==> config.mk <==
export PLATFORM = sky130hd
export DESIGN_NAME = set_assoc_lru_cache_hit_counter_core
export DESIGN_NICKNAME = d
export VERILOG_FILES = /design/src/hw/rtl/salc_pkg.sv /design/src/hw/rtl/set_assoc_lru_cache_hit_counter_core.sv /design/src/hw/rtl/salc_row_ram.sv /design/src/hw/rtl/salc_set_idx.sv /design/src/hw/rtl/salc_way_sel.sv
export VERILOG_INCLUDE_DIRS = /design/src /design/src/hw/rtl
export SDC_FILE = /design/constraint.sdc
export NUM_CORES = 2
export LEC_CHECK = 0
export BUFFER_PORTS_ARGS = -buffer_cell sky130_fd_sc_hd__buf_2
export CAP_MARGIN = 20
export CORE_MARGIN = 5
export CORE_UTILIZATION = 58
export DETAILED_ROUTE_END_ITERATION = 8
export HOLD_SLACK_MARGIN = 0.03
export PLACE_DENSITY = 0.74
export SYNTH_ARGS = -nofsm -noshare
export SYNTH_HDL_FRONTEND = slang
export SYNTH_HIERARCHICAL = 1
export SYNTH_SLANG_ARGS = --single-unit
==> constraint.sdc <==
create_clock -name clk_i -period 22.6 [get_ports clk_i]
set_input_delay 3.39 -clock clk_i [delete_from_list [all_inputs] [get_ports clk_i]]
set_output_delay 3.39 -clock clk_i [all_outputs]
set_load 0.01 [all_outputs]
==> src/hw/rtl/set_assoc_lru_cache_hit_counter_core_defines.svh <==
// Assertion macros shared by the cache hit counter RTL.
`ifndef SET_ASSOC_LRU_CACHE_HIT_COUNTER_CORE_DEFINES_SVH
`define SET_ASSOC_LRU_CACHE_HIT_COUNTER_CORE_DEFINES_SVH

// Checked on every clock edge outside reset.
`define SALC_ASSERT(lbl, prop, msg) \
  lbl: assert property (@(posedge clk_i) disable iff (!rst_ni) prop) else $error(msg);

// Checked on every clock edge, reset included.
`define SALC_ASSERT_ALWAYS(lbl, prop, msg) \
  lbl: assert property (@(posedge clk_i) prop) else $error(msg);

`endif

==> src/hw/rtl/salc_pkg.sv <==
// Types and constants of the set-associative LRU cache hit counter.
package salc_pkg;

  localparam int TagW    = 32;
  localparam int NumWays = 4;
  localparam int NumSets = 8;
  localparam int AgeW    = 8;

  localparam int WayW = (NumWays > 1) ? $clog2(NumWays) : 1;
  localparam int IdxW = (NumSets > 1) ? $clog2(NumSets) : 1;
  localparam logic [AgeW-1:0] AgeMax = '1;

  // Set index unit for set counts that are not a power of two.
  localparam int RemStep  = 4;
  localparam int RemSteps = TagW / RemStep;
  localparam int RemCntW  = $clog2(RemSteps);

  localparam int HitW       = 1;
  localparam int WayUsedW   = 2;
  localparam int CntW       = 32;
  localparam int OutFieldsW = HitW + WayUsedW + CntW + CntW;
  localparam int OutTdataW  = ((OutFieldsW + 7) / 8) * 8;
  localparam int OutPadW    = OutTdataW - OutFieldsW;

  typedef struct packed {
    logic [TagW-1:0] tag;
    logic [AgeW-1:0] age;
  } way_ent_t;

  typedef way_ent_t [NumWays-1:0] row_t;

  typedef struct packed {
    logic            hit;
    logic [WayW-1:0] way;
  } sel_t;

  typedef enum logic [1:0] {
    S_IDLE,
    S_IDX,
    S_LOOK
  } state_e;

endpackage

==> src/hw/rtl/set_assoc_lru_cache_hit_counter_core.sv <==
// Set-associative LRU cache model with hit and access counters.
//
// Input stream (s_axis): one 32-bit address per transaction.
// Output stream (m_axis): one result per address: hit flag, way used, and
// the running hit and access totals after that access.
// Each set is one row of a registered-read RAM (tags and ages of all ways);
// the valid bits of each set sit in flip-flops. An address goes through the
// set index step, a RAM read, and a compare/update step that writes the
// row back and loads the output register. Set counts that are not a power
// of two add a remainder iteration (4 address bits per cycle).
// A new address is accepted while an earlier result still waits on m_axis;
// if the receiver stalls, the update waits until the output register frees,
// and only one address is in flight at a time, so no forwarding is needed.
// Reset clears all valid bits, both counters and the output valid flag; the
// tag/age RAM needs no clearing since only valid ways are ever read.
`include "set_assoc_lru_cache_hit_counter_core_defines.svh"

module set_assoc_lru_cache_hit_counter_core import salc_pkg::*; (
  input  logic                 clk_i,
  input  logic                 rst_ni,
  // tdata: address[31:0]
  input  logic [TagW-1:0]      s_axis_tdata_i,
  input  logic                 s_axis_tvalid_i,
  output logic                 s_axis_tready_o,
  // tdata: hit[0], way_used[2:1], hit_total[34:3], access_total[66:35], zero pad
  output logic [OutTdataW-1:0] m_axis_tdata_o,
  output logic                 m_axis_tvalid_o,
  input  logic                 m_axis_tready_i
);

  state_e state_q, state_d;

  logic               in_accept;
  logic               idx_start;
  logic               ram_re;
  logic               look_done;

  logic [TagW-1:0]    addr_q;
  logic [IdxW-1:0]    set_q;
  logic               idx_valid;
  logic [IdxW-1:0]    idx;

  logic [NumWays-1:0] valid_q [NumSets];
  row_t               rd_row;
  row_t               wr_row;
  logic [NumWays-1:0] wr_valid;
  sel_t               sel;

  logic [CntW-1:0]    hit_cnt_q, hit_cnt_d;
  logic [CntW-1:0]    acc_cnt_q, acc_cnt_d;

  logic                out_valid_q;
  logic                out_hit_q;
  logic [WayUsedW-1:0] out_way_q;
  logic [CntW-1:0]     out_hit_tot_q;
  logic [CntW-1:0]     out_acc_tot_q;

  // next state
  always_comb begin
    state_d = state_q;
    case (state_q)
      S_IDLE: begin
        if (s_axis_tvalid_i) begin
          state_d = S_IDX;
        end
      end
      S_IDX: begin
        if (idx_valid) begin
          state_d = S_LOOK;
        end
      end
      S_LOOK: begin
        if (!out_valid_q || m_axis_tready_i) begin
          state_d = S_IDLE;
        end
      end
      default: state_d = S_IDLE;
    endcase
  end

  // FSM outputs
  always_comb begin
    s_axis_tready_o = 1'b0;
    ram_re          = 1'b0;
    look_done       = 1'b0;
    case (state_q)
      S_IDLE:  s_axis_tready_o = 1'b1;
      S_IDX:   ram_re = idx_valid;
      S_LOOK:  look_done = !out_valid_q || m_axis_tready_i;
      default: s_axis_tready_o = 1'b0;
    endcase
  end

  assign in_accept = s_axis_tvalid_i && s_axis_tready_o;
  assign idx_start = in_accept;

  always_ff @(posedge clk_i or negedge rst_ni) begin
    if (!rst_ni) begin
      state_q <= S_IDLE;
    end else begin
      state_q <= state_d;
    end
  end

  always_ff @(posedge clk_i) begin
    if (in_accept) begin
      addr_q <= s_axis_tdata_i;
    end
    if (ram_re) begin
      set_q <= idx;
    end
  end

  salc_set_idx u_set_idx (
    .clk_i       (clk_i),
    .rst_ni      (rst_ni),
    .start_i     (idx_start),
    .addr_i      (addr_q),
    .idx_valid_o (idx_valid),
    .idx_o       (idx)
  );

  salc_row_ram #(
    .Width ($bits(row_t)),
    .Depth (NumSets),
    .AddrW (IdxW)
  ) u_row_ram (
    .clk_i   (clk_i),
    .we_i    (look_done),
    .waddr_i (set_q),
    .wdata_i (wr_row),
    .re_i    (ram_re),
    .raddr_i (idx),
    .rdata_o (rd_row)
  );

  salc_way_sel u_way_sel (
    .row_i   (rd_row),
    .valid_i (valid_q[set_q]),
    .addr_i  (addr_q),
    .sel_o   (sel),
    .row_o   (wr_row),
    .valid_o (wr_valid)
  );

  always_ff @(posedge clk_i or negedge rst_ni) begin
    if (!rst_ni) begin
      for (int s = 0; s < NumSets; s++) begin
        valid_q[s] <= '0;
      end
    end else if (look_done) begin
      valid_q[set_q] <= wr_valid;
    end
  end

  assign hit_cnt_d = hit_cnt_q + CntW'(sel.hit);
  assign acc_cnt_d = acc_cnt_q + 1'b1;

  always_ff @(posedge clk_i or negedge rst_ni) begin
    if (!rst_ni) begin
      hit_cnt_q   <= '0;
      acc_cnt_q   <= '0;
      out_valid_q <= 1'b0;
    end else begin
      if (look_done) begin
        hit_cnt_q   <= hit_cnt_d;
        acc_cnt_q   <= acc_cnt_d;
        out_valid_q <= 1'b1;
      end else if (m_axis_tready_i) begin
        out_valid_q <= 1'b0;
      end
    end
  end

  always_ff @(posedge clk_i) begin
    if (look_done) begin
      out_hit_q     <= sel.hit;
      out_way_q     <= WayUsedW'(sel.way);
      out_hit_tot_q <= hit_cnt_d;
      out_acc_tot_q <= acc_cnt_d;
    end
  end

  assign m_axis_tvalid_o = out_valid_q;
  assign m_axis_tdata_o  = {{OutPadW{1'b0}}, out_acc_tot_q, out_hit_tot_q,
                            out_way_q, out_hit_q};

  // unwritten ways read as X, so compare with case equality
  `SALC_ASSERT(a_row_held_in_stall, (state_q == S_LOOK && !look_done) |=> (rd_row === $past(rd_row)), "set row changed while update stalled")
  `SALC_ASSERT(a_result_follows_update, look_done |=> m_axis_tvalid_o, "update did not present a result")
  `SALC_ASSERT(a_access_count_step, look_done |=> (acc_cnt_q == CntW'($past(acc_cnt_q) + 1'b1)), "access count did not advance by one")
  `SALC_ASSERT_ALWAYS(a_no_result_in_reset, !rst_ni |-> !m_axis_tvalid_o, "result valid during reset")

endmodule

==> src/hw/rtl/salc_row_ram.sv <==
// Generic single-port-write, registered-read RAM holding one set per row.
module salc_row_ram #(
  parameter int Width = 8,
  parameter int Depth = 8,
  parameter int AddrW = (Depth > 1) ? $clog2(Depth) : 1
) (
  input  logic             clk_i,
  input  logic             we_i,
  input  logic [AddrW-1:0] waddr_i,
  input  logic [Width-1:0] wdata_i,
  input  logic             re_i,
  input  logic [AddrW-1:0] raddr_i,
  output logic [Width-1:0] rdata_o
);

  logic [Width-1:0] mem [Depth];
  logic [Width-1:0] rdata_q;

  always_ff @(posedge clk_i) begin
    if (we_i) begin
      mem[waddr_i] <= wdata_i;
    end
  end

  always_ff @(posedge clk_i) begin
    if (re_i) begin
      rdata_q <= mem[raddr_i];
    end
  end

  assign rdata_o = rdata_q;

endmodule

==> src/hw/rtl/salc_set_idx.sv <==
// Set index: address modulo the set count, a mask or a multi-cycle remainder.
module salc_set_idx import salc_pkg::*; (
  input  logic            clk_i,
  input  logic            rst_ni,
  input  logic            start_i,
  input  logic [TagW-1:0] addr_i,
  output logic            idx_valid_o,
  output logic [IdxW-1:0] idx_o
);

  localparam bit IsPow2 = ((NumSets & (NumSets - 1)) == 0);

  logic            done_q;

  if (IsPow2) begin : g_mask
    always_ff @(posedge clk_i or negedge rst_ni) begin
      if (!rst_ni) begin
        done_q <= 1'b0;
      end else if (start_i) begin
        done_q <= 1'b1;
      end
    end

    // addr_i is held for the whole transaction, so the low bits serve directly
    assign idx_o = (NumSets == 1) ? '0 : addr_i[IdxW-1:0];
  end else begin : g_rem
    logic [IdxW-1:0]    rem_q;
    logic               busy_q;
    logic [RemCntW-1:0] cnt_q;
    logic [IdxW-1:0]    rem_d;
    logic [RemStep-1:0] nib;

    // restoring remainder, one nibble per cycle from the top
    always_comb begin
      logic [IdxW:0] t;
      nib = addr_i[(TagW - 1 - RemStep * int'(cnt_q)) -: RemStep];
      t   = {1'b0, rem_q};
      for (int k = RemStep - 1; k >= 0; k--) begin
        t = {t[IdxW-1:0], nib[k]};
        if (t >= (IdxW + 1)'(NumSets)) begin
          t = t - (IdxW + 1)'(NumSets);
        end
      end
      rem_d = t[IdxW-1:0];
    end

    always_ff @(posedge clk_i or negedge rst_ni) begin
      if (!rst_ni) begin
        busy_q <= 1'b0;
        done_q <= 1'b0;
        cnt_q  <= '0;
      end else if (start_i) begin
        busy_q <= 1'b1;
        done_q <= 1'b0;
        cnt_q  <= '0;
      end else if (busy_q) begin
        cnt_q <= cnt_q + 1'b1;
        if (cnt_q == RemCntW'(RemSteps - 1)) begin
          busy_q <= 1'b0;
          done_q <= 1'b1;
        end
      end
    end

    always_ff @(posedge clk_i) begin
      if (start_i) begin
        rem_q <= '0;
      end else if (busy_q) begin
        rem_q <= rem_d;
      end
    end

    assign idx_o = rem_q;
  end

  assign idx_valid_o = done_q;

endmodule

==> src/hw/rtl/salc_way_sel.sv <==
// Tag compare, victim choice and age update for one set row.
module salc_way_sel import salc_pkg::*; (
  input  row_t                 row_i,
  input  logic [NumWays-1:0]   valid_i,
  input  logic [TagW-1:0]      addr_i,
  output sel_t                 sel_o,
  output row_t                 row_o,
  output logic [NumWays-1:0]   valid_o
);

  logic            hit;
  logic [WayW-1:0] hit_way;
  logic            have_empty;
  logic [WayW-1:0] empty_way;
  logic            have_old;
  logic [WayW-1:0] old_way;
  logic [AgeW-1:0] old_age;
  logic [WayW-1:0] chosen;

  always_comb begin
    hit        = 1'b0;
    hit_way    = '0;
    have_empty = 1'b0;
    empty_way  = '0;
    have_old   = 1'b0;
    old_way    = '0;
    old_age    = '0;
    for (int w = 0; w < NumWays; w++) begin
      if (valid_i[w]) begin
        if (!hit && row_i[w].tag == addr_i) begin
          hit     = 1'b1;
          hit_way = WayW'(w);
        end
        // >= lets a later way win a tie on age
        if (!have_old || row_i[w].age >= old_age) begin
          have_old = 1'b1;
          old_way  = WayW'(w);
          old_age  = row_i[w].age;
        end
      end else if (!have_empty) begin
        have_empty = 1'b1;
        empty_way  = WayW'(w);
      end
    end
    if (hit) begin
      chosen = hit_way;
    end else if (have_empty) begin
      chosen = empty_way;
    end else begin
      chosen = old_way;
    end
  end

  always_comb begin
    row_o   = row_i;
    valid_o = valid_i;
    for (int w = 0; w < NumWays; w++) begin
      if (WayW'(w) == chosen) begin
        row_o[w].tag = addr_i;
        row_o[w].age = '0;
        valid_o[w]   = 1'b1;
      end else if (valid_i[w] && row_i[w].age != AgeMax) begin
        row_o[w].age = row_i[w].age + 1'b1;
      end
    end
  end

  assign sel_o.hit = hit;
  assign sel_o.way = chosen;

endmodule
==> impl_results.md <==
- Synthesized flop and latch total: 1642
- Crit path time final: 9.08 ns
- CP bufs+invs: 2
- Port-buffer cells: around 100
- VDD IR-drop max: around 0.000097 V
- Fmax: 110 MHz
- Vias in the first global route: around 34000
- Clock Power Share: 0.303
- FFs w/ async S/R, synth: 0.0609
- Sequential cell area: slightly below 50000 sq um
- Worst slack, placed: between 10 and 15 ns
- Max Cap Viol: 0
- Critical path required time: roughly 23 ns
- Max_slew headroom: 0.261
- Full die area: around 130000 sq um
- Final core utilization: 0.641
- Fraction of layout cells with a size suffix above 1: 0.212
- Worst EP arrival: 9.58 ns
- Worst Hold Launch: hit_cnt_q[31]
- Critical Path Source: set_q[0]
- Sequential share of the synthesized area: 0.710
- Most used cell along the critical path: nand2_1
- Worst-Margin Slew: around 1.1 ns
- Sw Ratio: 0.281
- Yosys top cell area share: 0.673
- Clk buf depth: 3
- Mean routed wirelength per cell: between 20 and 30 microns
- Initial core utilization: 0.583
- Cell taking the most area after synthesis: edfxtp_1
- DP HPWL: ~81000 microns
- Initial antenna violation count: 2
- Setup ws final: 13.52 ns
- R2R Path Start: set_q[0]
- Cell family with most CP delay: compound AO/OA/AOI/OAI gates
- Vias: around 34000
- Status: completed
- Multi-input gate area: between 15000 and 20000 sq um
- WS Path Type: register to register
- N_diodes: 0
- # IOs: between 100 and 150
- Global route total overflow: 0
- Peak per-stage delay on the critical path: about 0.90 ns
- Die X: ~350 microns
- Synth cell types: 77
- Post-CTS sizing: 0
- CTS Root Cell: clkbuf_16
- Synth top area cells: edfxtp_1, mux4_1, mux2_2
- Main synth FF type: edfxtp_1
- Area growth from synthesis to layout: 9.84%
- RSZ-0062 raised after global routing: false
- Placeable Area: between 100000 and 150000 sq um
- First-pass DRT Iterations: 8
- Clock edge transition at the registers on the reported setup and hold paths: about 0.060 ns
- Final setup vio count: 0
- Total Routing Usage GR: 0.235
- Clk_lat worst skew: between 0.7 and 0.8 ns
- Post-CTS Hold Buffers: 0
- Initial DRC count: approximately 3600
- Hold Crit Class: register to register
- EDFF count, synth: between 1500 and 2000
- Post-Layout Inst Area: around 76000 sq um
- Leak Pwr: 25.3 nW
- P_sw: ~0.0024 W
- Flop pwr share: 0.496
- Slew Viols, Final: 0
- Yosys warning count: 6
- Worst hold slack: between 0.4 and 0.5 ns
- Setup_tns: 0 ns
- Area after DPL: 70500 sq um
- Pin count of the biggest net entering global routing: 120
- Cell area power density: roughly 110 nW/um^2
- Worst Path Max Fanout: 41
- Rows: around 130
- Worst Clk Skew: 0.0291 ns
- Postcts setup bufs: 0
- Clock net sink count: 1642
- Int Power: 0.00606 W
- Crit start category: register
- Final hold vios: 0
- Routed WL: 148000 microns
- Fill cells: 7792
- ANT nets after route: 0
- Critical path's slowest cell: edfxtp_1
- Final Net Count: between 3000 and 4000
- Cell Area, Synth: between 60000 and 70000 sq um
- # DRC: 0
- Crit. End Element: register
- Crit share post-route: 0.402
- H-tree levels: 4
- Num CTS Buffers: around 160
- Die height: 354 microns
- DR vias/cell: approximately 6.5
- Logic pwr share: 0.201
- Global-route wire length before repair: between 200000 and 250000 microns
- Synth Instances: 3461
- Avg Inst Size Synth: between 15 and 20 sq um
- CTS tree: done
- GP Congestion: roughly 0.84
-- worst register-to-register path, delay by kind of cell, from the launching register on --
| family | cells | cell delay [ns] |
|---|---|---|
| flip-flops | 1 | 0.90 |
| adder cells (fa/ha/maj) | 3 | 0.89 |
| AO/OA/AOI/OAI | 10 | 2.55 |
| multiplexers | 2 | 1.08 |
| buffers and inverters | 2 | 1.00 |
| AND/OR/NAND/NOR | 12 | 2.39 |
-- routing by layer --
layer,vias to the layer above,track usage,share of wire
met3,223,0.0478,0.089
met5,-,0,0.000074
met4,2,0.0596,0.021
li1,14500,-,-
met1,17700,0.341,0.41
met2,1625,0.373,0.48
-- placed cells by master, fill, tap and decap left out, types with 8 or more instances in the layout --
master         n
o211ai_1      35
nor2_1        57
mux2i_1       12
clkinv_2      17
nor4_1        32
xor2_1       116
ha_1          32
mux2_1        31
buf_4         69
and2_1        14
inv_1         25
clkinv_1      34
nand2b_1       9
mux2_4        33
dfrtp_1      100
xnor2_1      152
o21ai_0        8
and4_1        12
clkbuf_1      36
nor3_1        25
edfxtp_1    1542
nor4_4         9
buf_2        103
nand4_1       87
a21oi_1       20
a21o_1         8
clkbuf_16    164
clkinvlp_4     8
mux4_1       236
and3_1        14
mux2_2       231
mux4_2        87
bufinv_16     11
nand2_1      101
a22oi_1       37
nand3_1       96
-- Yosys cell counts (all sizes together), types with 66 or more instances --
library cell,number
dfrtp,100
nand2,101
nand4,91
mux2,295
nand3,99
clkbuf,74
edfxtp,1542
xor2,116
nor2,66
xnor2,152
mux4,323
buf,136
-- power by group through the flow --
stage	logic, W	registers (W)	clock network (W)
detailed placement	0.00167	0.00424	0
global route	0.00181	0.00420	0.00275
CTS	0.00168	0.00418	0.00261
global placement	0.00162	0.00423	0
floorplan	0.00119	0.00422	0
finish	0.00169	0.00418	0.00256
-- logic make-up after synthesis --
group / share of synthesized area
XOR/XNOR: 0.0341
AO/OA/AOI/OAI: 0.0154
flip-flops: 0.710
multiplexers: 0.171
other: 0.0000545
buffers and inverters: 0.0225
adder cells (fa/ha/maj): 0.00582
AND/OR/NAND/NOR: 0.0419
-- layout make-up --
class                           count  area share
Tap cell                         1536      0.0254
Clock buffer                      200      0.0561
Multi-Input combinational cell   1587       0.245
Sequential cell                  1642       0.646
Timing Repair Buffer              180      0.0156
Inverter                           26     0.00133
Clock inverter                     82      0.0102
-- flip-flops by register name (all words and copies together), names as in the netlist --
signal	cells
out_hit_tot_q	32
addr_q	32
u_set_idx/idx_valid_o	1
u_row_ram/rdata_o	160
m_axis_tvalid_o	1
state_q	2
out_acc_tot_q	32
u_row_ram/mem	1280
acc_cnt_q	32
out_hit_q	1
valid_q	32
hit_cnt_q	32
set_q	3
out_way_q	2
-- worst paths after layout --
kind	cells past startpoint	slack, ns	to
worst max-delay path	29	13.52	u_row_ram/mem[5][137]
worst min-delay path	1	0.49	hit_cnt_q[31]
worst max register to register	29	13.52	u_row_ram/mem[5][137]
worst min register to register	1	0.49	hit_cnt_q[31]
max in group asynchronous	2	18.78	acc_cnt_q[24]
min in group asynchronous	1	2.63	hit_cnt_q[2]
-- through the flow --
stage	cells	total power, W
2_1_floorplan	3465	0.00541
3_3_place_gp	4969	0.00586
3_5_place_dp	4970	0.00591
4_1_cts	5252	0.00847
5_1_grt	5253	0.00876
6_report	5253	0.00843
(Power assumes the default switching activity.)
